## config.mk

```make
export PLATFORM = sky130hd
export DESIGN_NAME = pmpc_cfg_regs
export DESIGN_NICKNAME = d
export VERILOG_FILES = /design/src/pmpc_pkg.sv /design/src/pmpc_cfg_regs.sv
export SDC_FILE = /design/constraint.sdc
export NUM_CORES = 1
export LEC_CHECK = 0
export ABC_AREA = 1
export BUFFER_PORTS_ARGS = -buffer_cell sky130_fd_sc_hd__buf_2
export CAP_MARGIN = 20
export CORE_ASPECT_RATIO = 1.5
export CORE_MARGIN = 3
export CORE_UTILIZATION = 50
export CTS_CLUSTER_DIAMETER = 150
export CTS_CLUSTER_SIZE = 28
export DETAILED_ROUTE_END_ITERATION = 7
export PLACE_DENSITY = 0.79
export SYNTH_ARGS = -nofsm -noshare
export SYNTH_HDL_FRONTEND = slang
export SYNTH_SLANG_ARGS = --single-unit
```

## constraint.sdc

```tcl
create_clock -name aclk -period 2.3 [get_ports aclk]
set_input_delay 0.46 -clock aclk [delete_from_list [all_inputs] [get_ports aclk]]
set_output_delay 0.46 -clock aclk [all_outputs]
set_load 0.03 [all_outputs]
```

## src/pmpc_pkg.sv

```systemverilog
// ============================================================================
// PID motor position controller package
// Shared types, widths, register indexes and reset values for the controller.
// ============================================================================
`default_nettype none

package pmpc_pkg;

    // Field and datapath widths.
    localparam int unsigned CFG_IDX_W  = 3;
    localparam int unsigned CFG_DATA_W = 32;
    localparam int unsigned POS_W      = 32;
    localparam int unsigned VEL_W      = 8;
    localparam int unsigned GAIN_W     = 16;
    localparam int unsigned PRESC_W    = 8;
    localparam int unsigned GUARD_W    = 24;
    localparam int unsigned INTEG_W    = 25;
    localparam int unsigned DERIV_W    = 33;
    localparam int unsigned ACC_W      = 34;
    localparam int unsigned PLIM_W     = 32;
    localparam int unsigned P_PROD_W   = 48;
    localparam int unsigned I_PROD_W   = 41;
    localparam int unsigned D_PROD_W   = 49;
    localparam int unsigned SUM_W      = 51;
    localparam int unsigned DRIVE_W    = 17;
    localparam int unsigned MATCH_W    = 16;

    // Configuration register indexes.
    localparam logic [CFG_IDX_W-1:0] CFG_IDX_PGAIN   = 3'd0;
    localparam logic [CFG_IDX_W-1:0] CFG_IDX_IGAIN   = 3'd1;
    localparam logic [CFG_IDX_W-1:0] CFG_IDX_DGAIN   = 3'd2;
    localparam logic [CFG_IDX_W-1:0] CFG_IDX_PRESC   = 3'd3;
    localparam logic [CFG_IDX_W-1:0] CFG_IDX_PGUARD  = 3'd4;
    localparam logic [CFG_IDX_W-1:0] CFG_IDX_IGUARD  = 3'd5;
    localparam logic [CFG_IDX_W-1:0] CFG_IDX_PWM_LIM = 3'd6;

    // Register values after reset.
    localparam logic signed [GAIN_W-1:0] RST_PGAIN     = 16'sd80;
    localparam logic signed [GAIN_W-1:0] RST_IGAIN     = 16'sd0;
    localparam logic signed [GAIN_W-1:0] RST_DGAIN     = 16'sd0;
    localparam logic [PRESC_W-1:0]       RST_PRESC     = 8'd20;
    localparam logic [GUARD_W-1:0]       RST_PGUARD    = 24'd2400;
    localparam logic [GUARD_W-1:0]       RST_IGUARD    = 24'd960;
    localparam logic [PLIM_W-1:0]        RST_PWM_LIMIT = 32'd9600;

    typedef enum logic [1:0] {
        DIR_BRAKE   = 2'd0,
        DIR_FORWARD = 2'd1,
        DIR_REVERSE = 2'd2
    } dir_t;

    typedef struct packed {
        logic signed [POS_W-1:0] measured_position;
        logic signed [VEL_W-1:0] requested_velocity;
        logic                    resync;
    } in_item_t;

    typedef struct packed {
        logic signed [DRIVE_W-1:0] drive_width;
        dir_t                      direction;
        logic [MATCH_W-1:0]        match_value;
        logic signed [POS_W-1:0]   position_error;
    } out_item_t;

    // Current configuration; pwm_limit is zero-extended from its stored width.
    typedef struct packed {
        logic signed [GAIN_W-1:0] proportional_gain;
        logic signed [GAIN_W-1:0] integral_gain;
        logic signed [GAIN_W-1:0] derivative_gain;
        logic [PRESC_W-1:0]       velocity_prescaler;
        logic [GUARD_W-1:0]       position_guard;
        logic [GUARD_W-1:0]       integral_guard;
        logic [PLIM_W-1:0]        pwm_limit;
    } cfg_t;

    typedef struct packed {
        logic signed [POS_W-1:0]   err;
        logic signed [INTEG_W-1:0] integral;
        logic signed [DERIV_W-1:0] deriv;
    } err_stage_t;

    typedef struct packed {
        logic signed [P_PROD_W-1:0] p_term;
        logic signed [I_PROD_W-1:0] i_term;
        logic signed [D_PROD_W-1:0] d_term;
        logic signed [POS_W-1:0]    err;
    } prod_stage_t;

endpackage : pmpc_pkg

`default_nettype wire

```

## src/pmpc_cfg_regs.sv

```systemverilog
// ============================================================================
// PID controller configuration registers
// Holds gains, prescaler reload, guards and PWM limit written over the
// configuration channel.
// ============================================================================
`default_nettype none

module pmpc_cfg_regs
    import pmpc_pkg::*;
#(
    parameter int unsigned PWM_WIDTH = 16
) (
    input  wire logic                  aclk,
    input  wire logic                  aresetn,
    input  wire logic                  cfg_valid,
    output logic                       cfg_ready,
    input  wire logic [CFG_IDX_W-1:0]  cfg_index,
    input  wire logic [CFG_DATA_W-1:0] cfg_data,
    output cfg_t                       cfg
);

    localparam logic [PWM_WIDTH-1:0] PWM_LIMIT_RST = PWM_WIDTH'(RST_PWM_LIMIT);

    logic signed [GAIN_W-1:0] pgain_reg, pgain_next;
    logic signed [GAIN_W-1:0] igain_reg, igain_next;
    logic signed [GAIN_W-1:0] dgain_reg, dgain_next;
    logic [PRESC_W-1:0]       presc_reg, presc_next;
    logic [GUARD_W-1:0]       pguard_reg, pguard_next;
    logic [GUARD_W-1:0]       iguard_reg, iguard_next;
    logic [PWM_WIDTH-1:0]     pwm_limit_reg, pwm_limit_next;

    assign cfg_ready = 1'b1;

    always_comb begin
        pgain_next     = pgain_reg;
        igain_next     = igain_reg;
        dgain_next     = dgain_reg;
        presc_next     = presc_reg;
        pguard_next    = pguard_reg;
        iguard_next    = iguard_reg;
        pwm_limit_next = pwm_limit_reg;
        if (cfg_valid && cfg_ready) begin
            case (cfg_index)
                CFG_IDX_PGAIN:   pgain_next     = $signed(cfg_data[GAIN_W-1:0]);
                CFG_IDX_IGAIN:   igain_next     = $signed(cfg_data[GAIN_W-1:0]);
                CFG_IDX_DGAIN:   dgain_next     = $signed(cfg_data[GAIN_W-1:0]);
                CFG_IDX_PRESC:   presc_next     = cfg_data[PRESC_W-1:0];
                CFG_IDX_PGUARD:  pguard_next    = cfg_data[GUARD_W-1:0];
                CFG_IDX_IGUARD:  iguard_next    = cfg_data[GUARD_W-1:0];
                CFG_IDX_PWM_LIM: pwm_limit_next = cfg_data[PWM_WIDTH-1:0];
                default: ;
            endcase
        end
    end

    always_ff @(posedge aclk) begin
        if (!aresetn) begin
            pgain_reg     <= RST_PGAIN;
            igain_reg     <= RST_IGAIN;
            dgain_reg     <= RST_DGAIN;
            presc_reg     <= RST_PRESC;
            pguard_reg    <= RST_PGUARD;
            iguard_reg    <= RST_IGUARD;
            pwm_limit_reg <= PWM_LIMIT_RST;
        end else begin
            pgain_reg     <= pgain_next;
            igain_reg     <= igain_next;
            dgain_reg     <= dgain_next;
            presc_reg     <= presc_next;
            pguard_reg    <= pguard_next;
            iguard_reg    <= iguard_next;
            pwm_limit_reg <= pwm_limit_next;
        end
    end

    always_comb begin
        cfg.proportional_gain  = pgain_reg;
        cfg.integral_gain      = igain_reg;
        cfg.derivative_gain    = dgain_reg;
        cfg.velocity_prescaler = presc_reg;
        cfg.position_guard     = pguard_reg;
        cfg.integral_guard     = iguard_reg;
        cfg.pwm_limit          = PLIM_W'(pwm_limit_reg);
    end

endmodule : pmpc_cfg_regs

`default_nettype wire

```

Word-level counts from Yosys, hierarchy flattened
Index checks and enable logic that the tools add are counted.

word-level totals
  memories = 0
  logic and storage cells = 21
  latch bits = 0
  memory bits (writable) = 0
  ROM bits = 0
  output and inout port bits = 137
  register bits = 120
  input port bits = 38

operators by class
  shifts and indexed selects = 0
  equal/unequal tests = 6
  add/sub/neg operators = 0
  divide/modulo/power cells = 0
  reductions and logical operators = 8
  bitwise logic cells = 0
  magnitude comparators = 0
  $mul = 0
  muxes and demuxes = 0

operators by type and width
  kind                number
  $reduce_and 2->1    7
  $eq 3x3->1 const B  3
  $eq 3x2->1 const B  2
  $eq 3x1->1 const B  1
  $logic_not 3->1     1

Logic depth before layout (Yosys ltp)
Gate-level depths: netlist of run 1.

  depth after elaboration = 2
  depth in mapped cells = 7
  depth with buffers taken out = 5

Worst setup path before layout of run 1
OpenSTA, ideal clock, no wires.

  path type = input to register
  start = in cfg_index[2]
  end = reg iguard_reg[0]
  stages = 6
  setup slack = 1046 ps
  data required time = 2187 ps
  setup time = 113 ps
  buffers on the path = 1
  data arrival time = 1141 ps
  path through = nand2_1 > inv_2 > buf_4 > nand3_1 > nand2_1 > nor2_1

between the ends
  cells in the longest elaborated chain, start to end = 2

ends and longest elaborated chain
  item                        RTL line             text
  start, declared             pmpc_cfg_regs.sv:17  input wire logic [CFG_IDX_W-1:0] cfg_index,
  $eq 3x3->1                  pmpc_cfg_regs.sv:43  case (cfg_index)
  $reduce_and 2->1 (no line)  --
  end signal, assigned        pmpc_cfg_regs.sv:71  iguard_reg <= iguard_next;
  end, declared               pmpc_cfg_regs.sv:29  logic [GUARD_W-1:0] iguard_reg, iguard_next;

Every way passes these cells.
A chain may end at the register's enable or synchronous reset.

Final worst setup path of run 1
  start = reg pwm_limit_reg[12]
  end = out cfg[12] (netlist bit)

RTL lines
  item                    RTL line             text
  start, declared         pmpc_cfg_regs.sv:30  logic [PWM_WIDTH-1:0] pwm_limit_reg, pwm_limit_next;
  start signal, assigned  pmpc_cfg_regs.sv:72  pwm_limit_reg <= pwm_limit_next;
  end, declared           pmpc_cfg_regs.sv:19  output cfg_t cfg

No word-level cell between the ends.

==> results by stage, run 1 <==
Synth:
- The leading register cell type out of synthesis is dfxtp_1.
- The dominant cell by count in the synthesized netlist is nor2_1.
- The fraction of registers with async set/reset is 0%.
- Counting instances in the post-synthesis netlist gives the leading cell types as 209 x nor2_1, 146 x nand2_1, 120 x dfxtp_1, 120 x nand3_1, 31 x buf_4.
- In the synthesized netlist, mux cells make up 0% of the area.
- The number of synthesized register bits is 120.
- The XOR/XNOR share of the synthesized area is 0%.
- The cell area that synthesis handed to floorplanning was around 4900 um^2.
- The area share of the largest cell type after synthesis is roughly half.
- The area share of and/or/nand/nor cells after synthesis is roughly two fifths.
- Counting flops with a built-in enable in the synthesized netlist gives 0.
- By area the synthesized netlist is led by dfxtp_1 49%, nor2_1 16%, nand3_1 12%.
- The mean instance size in the synthesized netlist is around 7.1 um^2.
- The synthesized netlist devotes 0% of its cell area to compound gates.
- Summing the areas of all fa, ha and maj instances in the mapped netlist gives 0% of the synthesized area.
- Yosys mapped the design onto 14 distinct sky130hd cell types.
- The biggest area contributor in the post-synthesis netlist is dfxtp_1.
- The share of synthesized area occupied by flip-flops and latches is between 40 and 50%.
- Yosys printed 0 warnings.
- The largest family of logic cells by synthesized area is simple AND/OR/NAND/NOR gates.
- The synthesized instance count is 695.

STA:
- Setup repair after global routing left no endpoint under its margin.
- The final number of hold-violating endpoints is 0.
- For the pin with the worst max-slew slack, the measured transition is approximately 610 ps.
- After routing, the total negative slack on setup checks comes to 0 ps.
- The post-layout minimum cycle time is 1460 ps.
- Derived from the worst setup path, the maximum achievable clock frequency is approximately 690 MHz.
- Setup violations remaining at the end of the flow were counted as 0.
- Between clock sinks in the finished design, the worst skew comes to 0 ps.
- The number of pins with negative max-slew slack in the final report is 0.
- The post-route fraction of the period consumed by the critical path is a little under two thirds.
- The worst relative slew slack is around three fifths.
- The worst hold slack is between 200 and 300 ps.

Floorplan:
- The floorplan step defined a die boundary enclosing ~11000 um^2.
- The core outline area is between 9000 and 10000 um^2.
- From left edge to right edge, the die measures a little under 90 um.
- The I/O pin count is 175.
- Measured along the y axis, the die boundary spans roughly 130 um.
- For this configuration, the core starts out at a cell density of between 50% and 60%.
- The floorplan has 43 rows.

Global route:
- The overall overflow remaining after global route is 0.
- The number of global-route vias before repair is ~4500.
- Entering global routing, the biggest net connects 63 pins.
- The overall routing resource usage is between 20% and 30%.
- The first global-routing pass estimated about 22000 um of wire.
- The initial antenna violation count is 0.

Clock tree:
- The CTS clock-pin slew for the worst setup and hold paths is around 50 ps.
- The worst-skew pair later-pin latency is ~400 ps.
- TritonCTS built the clock tree.
- The setup fix buffers added after clock tree synthesis is 0.
- Counting the buffers created by CTS gives 17.
- The cell sitting at the root of the clock tree is a clkbuf_16.
- The hold buffer count at cts is 0.
- Once the clock tree was built, the resizer swapped 0 gates to a different size.
- The longest clock path from root to sink contains 2 buffers.
- The clock sink count is 120.
- CTS built an H-tree with a depth of 4.

Detailed routing:
- The via count is 4820.
- The post-route DRC violation count is 0.
- Once detail routing completed, the nets flagged for antenna violations numbered 0.
- The overall routed net length is roughly 14000 um.
- The detailed-router iteration count before antenna repair is 5.
- The routed length per instance is roughly 15 um.
- The detailed-route vias per instance is between 5 and 6.
- The DRC marker count from the first detailed-route iteration is 317.

Critical path:
- The worst setup path is of the reg -> out kind.
- The cell class contributing the biggest share of worst-path delay is flip-flops.
- The depth of the worst register-to-register path is 2.
- The launching instance or port of the critical path is pwm_limit_reg[12].
- The required time of the critical path is about 1800 ps.
- The end point of the critical path is cfg[12].
- The worst flop-to-flop path startpoint is pwm_limit_reg[2].
- In this run the number of cells on the critical path is 1.
- At the worst endpoint, the arrival time is 1000 ps.
- The kind of end point of the critical path is a primary output.
- The maximum fanout count along the critical path is 2.
- The endpoint identified for the worst register-to-register timing path is pwm_limit_reg[2].
- STA classifies the critical path startpoint as a flop.
- The buffering stage count on the worst path with inverters included is 1.
- The slowest stage of the critical path belongs to the cell dfxtp_1.
- The setup slack of the worst register-to-register path is 1700 ps.
- Traced cell by cell, the critical path runs through buf_2.
- The largest single stage delay on the critical path is roughly 370 ps.

Place:
- The count of buffers added on input and output ports is around 150.
- The half-perimeter wire length of the detailed placement result is approximately 9600 um.
- Routability-driven placement finished with a final weighted congestion of between 0.8 and 0.9.

Status:
- The run finished with clean final reports.

Job:
- The number of maximum-capacitance violations is 0.

Power:
- The static leakage is 3.12 nW.
- The maximum vdd ir drop is approximately 0.60 mV.
- Power spread over the standard cell area amounts to about 880 nW/um^2.

Final layout:
- The layout has about 860 filler cells.
- The repair_antennas step left the layout with diodes totalling 0.
- The layout overhead on the synthesized area is 25.9%.
- The total number of nets in the final design is 867.
- The layout cell share with drive strength beyond 1 is 23.9%.

Min path:
- The path type of the worst min-delay path is in -> reg.
-- report_power, final --
group | internal (mW) | switching (mW)
clock network | 1.73 | 0.899
logic | 0.165 | 0.471
registers | 2.16 | 0.0381
total | 4.05 | 1.41
-- worst reg2reg max path, cell delays in order, from the launching register on --
cell and delay [ps]:
dfxtp_1 360, nor2_1 60, nor2_1 120
-- metrics by stage --
step | setup WS (ps) | util (%) | cell area, um^2 | total power [mW] | std cells
final | 842 | 65.7 | 6190 | 5.46 | 954
after detailed placement | 506 | 59.4 | 5590 | 2.87 | 922
after global routing | 817 | 65.7 | 6190 | 5.64 | 954
after CTS | 843 | 65.7 | 6190 | 5.48 | 954
after global placement | 531 | 59.4 | 5590 | 2.86 | 922
after floorplan | 1050 | - | 4970 | 2.71 | 710
-- per-layer routing --
metal / vias up / part of all wire, % / track usage (%) / routed length, um
li1: 2394 / - / - / -
met1: 2204 / 39 / 30.1 / 5400
met4: 0 / 2.7 / 10.9 / 372
met3: 32 / 8.6 / 8.32 / 1210
met5: - / 0 / 0 / 0
met2: 190 / 50 / 41.8 / 7040
-- cells by family (layout without fill, tap and decap cells) --
group         count (synthesis)  in the layout
flops                       120            120
other cells                   2             17
buf+inv                      87            219
simple gates                486            486
-- how the worst min path moves through the flow --
stage	startpoint	cells past startpoint	end	slack, ps
after global routing	cfg_data[5]	3	pguard_reg[5]	290
after CTS	cfg_data[11]	3	pguard_reg[11]	270
after detailed placement	pwm_limit_reg[13]	2	pwm_limit_reg[13]	440
final	cfg_data[5]	3	pguard_reg[5]	280
after global placement	iguard_reg[9]	2	iguard_reg[9]	440
after floorplan	cfg_data[4]	2	pgain_reg[4]	570
-- cells in the final DEF, fill, tap and decap left out, drive strengths merged --
cell	netlist	layout
nand2	147	147
clkinv	0	5
dfxtp	120	120
nor2	219	219
clkbuf	10	24
conb	2	17
bufinv	0	2
nand3	120	120
buf	47	157
inv	30	30
clkinvlp	0	1
-- cell type report --
type | count | area (um^2) | share of cell area [%]
clock buffer | 24 | 502 | 8.11
clock inverter | 8 | 92.6 | 1.50
inverter | 30 | 113 | 1.82
multi-input combinational | 503 | 2110 | 34.0
sequential | 120 | 2400 | 38.8
tap | 112 | 140 | 2.26
timing repair buffer | 157 | 833 | 13.5
(Power assumes the default switching activity.)
==> inputs of run 2 (changes only) <==
==> constraint.sdc (replaced) <==
create_clock -name aclk -period 1.48 [get_ports aclk]
set_input_delay 0.296 -clock aclk [delete_from_list [all_inputs] [get_ports aclk]]
set_output_delay 0.296 -clock aclk [all_outputs]
set_load 0.03 [all_outputs]
==> run 2 against run 1 <==
Compared with the run above: utilization rose by 1.6 points; sequential share of layout area fell by 0.90 points; power rose by 59%; clock power rose by 60%; global-route usage is 0.21 points higher; sequential power increased by 56%; hold slack worse by 180 ps; first-iteration DRC count grew 9.1%; critical path depth is the same; non-clock buffer count is 6 higher; routed wire length grew 1.4%; setup slack got worse by 660 ps.
==> results by stage, run 2 (synthesized netlist as in run 1, its figures left out) <==
Clock tree:
- The number of gates given a new drive strength after cts is 0.
- TritonCTS built the clock tree.
- The number of CTS-inserted buffers is 17.
- The buffer depth of the longest clock path is 2.
- The hold buffer count at cts is 0.
- For the worst-skew pair, the clock arrives at the later sink with an insertion delay of between 400 and 500 ps.
- Clock tree synthesis found a total of 120 sinks.
- Clock-pin slew was measured on the worst setup and hold paths at 50 ps.
- The root buffer cell chosen for the clock tree is clkbuf_16.
- In this run the post-CTS setup repair buffer count came out at 0.
- The clock tree synthesis step divided the H-tree into 4 levels.

Detailed routing:
- In the routed design, unresolved DRC markers number 0.
- Dividing the detail-routed via count by the number of cells gives just over 5.
- Wire segments on met2 add up to a little over 7000 um in the final route.
- The via count is approximately 4900.
- Before antenna repair, the detailed router went through 6 iterations.
- The routed length per instance is ~15 um.
- Once detail routing completed, the nets flagged for antenna violations numbered 0.
- The overall routed net length is about 14000 um.
- Signal routing reaches up to met4.
- For this block, wires on met1 add up to approximately 5500 um.
- After the first detailed-routing iteration, the DRC count stood at 346.
- The met3 layer wire length in the routed design is 1160 um.

Critical path:
- The element type at the critical path start is a flop.
- The worst setup path is captured at a primary output.
- The cell family contributing the most delay on the critical path is flip-flops.
- The maximum fanout count along the critical path is 2.
- For this design, the slowest cell found on the critical path is dfxtp_1.
- The buffering stage count on the worst path with inverters included is 1.
- The worst setup path is of the reg -> out kind.
- The required time of the critical path is roughly 1200 ps.
- The data arrival time of the critical path is 1000 ps.
- The stage delay of the slowest cell on the critical path is 370 ps.
- For flop-to-flop paths, the worst setup slack is 850 ps.
- The critical path goes through buf_2.

STA:
- The post-route setup TNS is 0 ps.
- For the finished layout, the period the worst path requires is 1300 ps.
- The post-route fraction of the period consumed by the critical path is between 80% and 90%.
- Setup repair after global routing left no endpoint under its margin.
- The setup clock skew after layout is 0 ps.
- The maximum clock frequency is 770 MHz.
- The final number of hold-violating endpoints was 0.
- The smallest setup slack after layout is between 150 and 200 ps.
- The number of pins with negative max-slew slack in the final report is 0.
- The number of endpoints failing setup at the final stage is 0.

Place:
- The number of placed instances with taps included is ~930.
- The placer's final routability congestion estimate is ~0.82.
- The total of buffers placed on input and output ports is 149.
- The HPWL after detailed placement is around 9800 um.
- Timing analysis after detailed placement gives a worst setup slack of between 100 and 150 ps.

Floorplan:
- The initialized floorplan defines 43 standard-cell rows.
- The overall die area is around 11000 um^2.
- The core outline area is ~9400 um^2.
- The initial utilization of the core area, before any placement, comes to between 50% and 60%.
- Measured along the y axis, the die boundary spans about 130 um.
- The I/O pin count is between 150 and 200.
- The x dimension of the die is ~87 um.

Power:
- The static leakage is 3.18 nW.
- The total power draw is a little under 9 mW.
- IR analysis of the VDD net gives a maximum drop of a little over 0.9 mV.
- The power density over the cells is 1370 nW/um^2.

Global route:
- The number of global-route vias before repair is between 4000 and 5000.
- The overall overflow remaining after global route is 0.
- The first global-routing pass estimated 21900 um of wire.
- The initial antenna violation count is 0.
- The overall routing resource usage is around 26%.
- The pin count of the biggest net entering global routing is between 50 and 60.

Final layout:
- The number of antenna diodes is 0.
- The layout cell share with drive strength beyond 1 is 24.3%.
- Measured on the finished design, the core utilization comes to approximately two thirds.
- The library cells used most frequently in the layout, excluding fill and tap cells, are 209 x nor2_1, 148 x buf_2, 146 x nand2_1, 120 x nand3_1, 120 x dfxtp_1.
- The fill cell instance count of the final layout is roughly 800.
- The most common cell after layout, fill and taps aside is nor2_1.
- The multi-input combinational cells in the finished layout cover a total of 2110 um^2.
- The sequential cells in the finished layout cover a total of approximately 2400 um^2.
- Excluding fillers, the count of instances in the completed layout stands at between 900 and 1000.
- From synthesis to final layout, the design area changed by 28.9%.
- The total number of nets in the final design is 873.

Status:
- The run finished with clean final reports.

Min path:
- The path type of the worst min-delay path is in -> reg.

Job:
- Across the run, the number of max-cap violations was 0.
-- run 2: changes by cell type in the layout (fill, tap and decap cells not counted) --
cell and delta:
buf_4 -1, clkbuf_8 -1, bufinv_16 +1, clkbuf_1 +1, buf_12 +7, clkinv_2 -1
-- run 2: worst paths after layout --
check | cells after the start | start | end
worst min register to register | 2 | pwm_limit_reg[8] | pwm_limit_reg[8]
worst min-delay path | 3 | cfg_data[11] | pguard_reg[11]
worst max-delay path | 1 | pwm_limit_reg[14] | cfg[14]
worst max register to register | 2 | iguard_reg[3] | iguard_reg[3]
-- run 2: final cells by class --
cell class,instances,share of cell area [%]
repair buffers,163,15.2
well taps,112,2.21
inverters,30,1.78
flip-flops and latches,120,37.9
clock buffers,24,7.76
clock inverters,8,1.86
multi-input cells,503,33.2
-- run 2: where the power goes --
group / total (mW) / internal [mW] / switching (mW)
registers: 3.41 / 3.35 / 0.0611
clock network: 4.21 / 2.81 / 1.40
logic: 1.03 / 0.288 / 0.739
-- run 2: layer usage --
metal  GRT usage (%)  vias up
met5               0        -
met2            43.3      231
met3            7.55       28
met4            10.6        0
li1                -     2402
met1            30.1     2251
-- run 2: metrics by stage --
step / area [um^2] / hold WS, ps
after detailed placement: 5730 / 439
after global routing: 6340 / 101
after CTS: 6340 / 96.2
after floorplan: 4970 / 409
final: 6340 / 99.2
after global placement: 5730 / 436
==> inputs of run 3 (changes only) <==
--- a/config.mk
+++ b/config.mk
@@ -5,16 +5,15 @@
 export SDC_FILE = /design/constraint.sdc
 export NUM_CORES = 1
 export LEC_CHECK = 0
-export ABC_AREA = 1
 export BUFFER_PORTS_ARGS = -buffer_cell sky130_fd_sc_hd__buf_2
 export CAP_MARGIN = 20
 export CORE_ASPECT_RATIO = 1.5
-export CORE_MARGIN = 3
-export CORE_UTILIZATION = 50
+export CORE_UTILIZATION = 49
 export CTS_CLUSTER_DIAMETER = 150
 export CTS_CLUSTER_SIZE = 28
 export DETAILED_ROUTE_END_ITERATION = 7
 export PLACE_DENSITY = 0.79
+export RECOVER_POWER = 50
 export SYNTH_ARGS = -nofsm -noshare
 export SYNTH_HDL_FRONTEND = slang
 export SYNTH_SLANG_ARGS = --single-unit
==> run 3 against run 2 <==
Compared with the run above: non-clock buffer count increased by 5; clock power increased by 6.7%; synthesized cell count decreased by 34%; register-to-register slack got worse by 20 ps; critical path type is now in -> reg; critical endpoint is now igain_reg[15]; largest power group unchanged.
==> results by stage, run 3 <==
Status:
- The run finished with clean final reports.

Synth:
- In the synthesized netlist, the number of instances is between 400 and 500.
- The number of warning messages in the yosys log is 0.
- Among all flip-flop cells after synthesis, the most frequent one is dfxtp_1.
- By area the synthesized netlist is led by dfxtp_1 52%, mux2i_1 26%, nand2_1 10%.
- The number of synthesized register bits is between 100 and 150.
- Summing every instance area after synthesis gives 4660 um^2.
- The fraction of registers with async set/reset is 0%.
- Sequential cells were found to cover 51.6% of the synthesized design area.
- The area share of the largest cell type after synthesis is approximately 52%.
- The leading area contributor after synthesis is dfxtp_1.
- The count of unique library cells instantiated by Yosys is 15.
- The dominant cell by count in the synthesized netlist is nand2_1.
- In the synthesized netlist, the cells that appear most often are 128 x nand2_1, 120 x dfxtp_1, 120 x mux2i_1.
- Counting flops with a built-in enable in the synthesized netlist gives 0.
- In this run the mean area of a mapped cell was around 10 um^2.

Critical path:
- The data arrival time of the critical path is around 1700 ps.
- The type of the worst setup path is in -> reg.
- The maximum fanout count along the critical path is 16.
- The worst flop-to-flop path startpoint is pwm_limit_reg[7].
- The depth of the worst register-to-register path is 2.
- The stage delay of the slowest cell on the critical path is approximately 570 ps.
- The signal on the critical path passes through clkbuf_1 -> nor4bb_1 -> buf_12 -> mux2i_1.
- The cell type of the slowest stage on the worst timing path is nor4bb_1.
- Among cell families on the critical path, the largest total delay comes from buffers and inverters.
- The required time of the critical path is between 1500 and 2000 ps.
- Setup slack on the worst reg-to-reg path comes out at approximately 830 ps.
- The buffering stage count on the worst path with inverters included is 2.
- The worst setup path is launched from a primary input.
- The endpoint identified for the worst register-to-register timing path is pwm_limit_reg[7].
- The worst setup path is captured at a flop.

STA:
- Setup repair after global routing left no endpoint under its margin.
- The worst path needs ~1300 ps of the cycle, external delays included.
- Across the routed clock network, the largest skew measured is 0 ps.
- After routing, the total negative slack on setup checks comes to 0 ps.
- The number of pins with negative max-slew slack in the final report was 0.
- The final number of hold-violating endpoints is 0.
- The post-route fraction of the period consumed by the critical path is 91.2%.
- Setup violations remaining at the end of the flow were counted as 0.
- The maximum clock frequency is ~740 MHz.
- At the pin with the least slew margin, the transition time is 530 ps.
- The worst relative slew slack is 64.2%.
- The worst path meets setup with about 130 ps of slack.

Clock tree:
- The clock drives between 100 and 150 sinks.
- Counting the buffers created by CTS gives 17.
- The setup fix buffers added after clock tree synthesis is 0.
- Post-CTS repair changed the size of 0 cells.
- The root buffer cell chosen for the clock tree is clkbuf_16.
- The TritonCTS clock tree is built.
- After clock tree synthesis, the clock-pin slew on the worst setup and hold paths is approximately 50 ps.
- After clock tree synthesis, the flow added hold-fix buffers numbering 0.
- CTS built an H-tree with a depth of 4.
- The buffer depth of the longest clock path is 2.
- The worst-skew pair later-pin latency is 400 ps.

Global route:
- The overall routing resource usage is 23.4%.
- The overall overflow remaining after global route is 0.
- The initial antenna violation count is 0.
- The number of global-route vias before repair is around 3600.
- The first global-routing pass estimated roughly 17000 um of wire.
- The pin count of the biggest net entering global routing is 67.

Power:
- The analysis attributes to net switching a power of 1.90 mW.
- The maximum vdd ir drop is 1.05 mV.
- The clock network accounts for 52.9% of the total power.
- Of the total power, combinational logic draws 7.7%.
- Of the total power, the share spent switching nets is about 22%.
- The internal power is between 6 and 7 mW.
- The static leakage is between 3 and 4 nW.
- The sequential share of power is between 30% and 40%.
- The power density over the cells is ~1400 nW/um^2.

Detailed routing:
- The first detailed-routing pass ran for 5 iterations.
- The post-route DRC violation count is 0.
- The detail route stage leaves a number of antenna-violating nets equal to 0.
- Dividing the detail-routed via count by the number of cells gives roughly 5.
- The via count is approximately 3700.
- The routed length per instance is approximately 15 um.
- In this run, the number of DRC markers left after iteration 0 of detailed routing was around 150.
- After detailed routing, the total wire length is around 11000 um.

Job:
- The number of maximum-capacitance violations is 0.

Place:
- At the placement stage, the worst setup path has a slack of slightly below 2 ps.
- The congestion estimate from routability-driven global placement came to 0.776.
- The wire-length estimate of the detail-placed layout is just under 8000 um.
- In this run the tool buffered the top-level ports with between 100 and 150 buffer cells.

Final layout:
- The fill cell instance count of the final layout is 729.
- Summing all flip-flop and latch instances after layout gives roughly 2400 um^2.
- The layout overhead on the synthesized area is 32.0%.
- The layout cell share with drive strength beyond 1 is between 30% and 40%.
- The number of antenna diodes in the final layout is 0.
- The total number of nets in the final design is ~650.
- The most common cell after layout, fill and taps aside is buf_2.
- Cells fill 66.4% of the core in the end.
- Leaving out fill and tap cells, the most frequent cells in the layout are 148 x buf_2, 128 x nand2_1, 120 x mux2i_1, 120 x dfxtp_1, 26 x nor2b_1.
- Summing all multi-input logic gate instances after layout gives between 2000 and 2500 um^2.

Floorplan:
- The I/O pin count is ~180.
- The overall die height is 121 um.
- The core outline area is 9250 um^2.
- The number of rows created at floorplan is between 40 and 50.
- The starting density of the core is 50.3%.
- The die covers around 9900 um^2.
- From left edge to right edge, the die measures between 80 and 90 um.

Min path:
- In this run the worst hold path is classified as in -> reg.
- The path with the worst hold slack has its endpoint at iguard_reg[18].
- The cell depth of the worst hold path is 3.
- The worst hold path begins at cfg_data[18].
-- run 3: changes by cell type in the layout (fill, tap and decap cells not counted), moves of 8 or more --
cell	before	now
inv_1	27	0
nor2b_1	0	26
nor2_4	8	0
nand2_1	146	128
mux2i_1	0	120
nor2_1	209	0
nand3_1	120	0
-- run 3: kinds of logic after synthesis --
kind of cell           share of synthesized area [%]
muxes                                           25.8
and+or+nand+nor                                 15.9
buffers and inverters                           6.56
DFF                                             51.6
other                                          0.161
-- run 3: worst register-to-register path: stages, from the launching register on --
cell and delay, ps:
dfxtp_1 320, nor2b_1 110, mux2i_1 80
-- run 3: layout make-up --
class                           instances  area share (%)
Sequential cell                       120            39.1
Multi-Input combinational cell        301            32.9
Timing Repair Buffer                  168            15.1
Clock buffer                           20            7.43
Clock inverter                         12            3.22
Tap cell                              112            2.28
-- run 3: worst max-delay path by stage --
stage / cells after the start / endpoint / start / slack [ps]
floorplan: 5 / pgain_reg[0] / cfg_index[1] / 8
global placement: 4 / pgain_reg[7] / cfg_index[0] / 30
detailed placement: 5 / pguard_reg[21] / cfg_index[0] / 2
CTS: 1 / cfg[113] / igain_reg[9] / 200
global route: 4 / igain_reg[13] / cfg_valid / 90
finish: 4 / igain_reg[15] / cfg_valid / 130
-- run 3: power groups by stage --
stage / logic (mW) / registers (mW) / clock network, mW
after floorplan: 0.339 / 3.55 / 0
after global placement: 0.654 / 3.40 / 0
after detailed placement: 0.668 / 3.41 / 0
after CTS: 0.671 / 3.34 / 4.55
after global routing: 0.694 / 3.35 / 4.72
final: 0.651 / 3.34 / 4.49
-- run 3: through the flow --
step | cells | total power [mW] | hold slack (ps) | area, um^2
floorplan | 471 | 3.89 | 458 | 4710
global placement | 701 | 4.06 | 440 | 5570
detailed placement | 701 | 4.08 | 446 | 5570
CTS | 733 | 8.56 | 143 | 6220
global route | 733 | 8.76 | 156 | 6150
finish | 733 | 8.48 | 156 | 6150
-- run 3: per-layer routing --
layer,part of all wire [%],vias to the layer above,global-route usage (%)
li1,-,1771,-
met1,40,1755,25.3
met2,53,132,41.3
met3,5.4,14,6.24
met4,1.8,0,11.0
met5,0,-,0
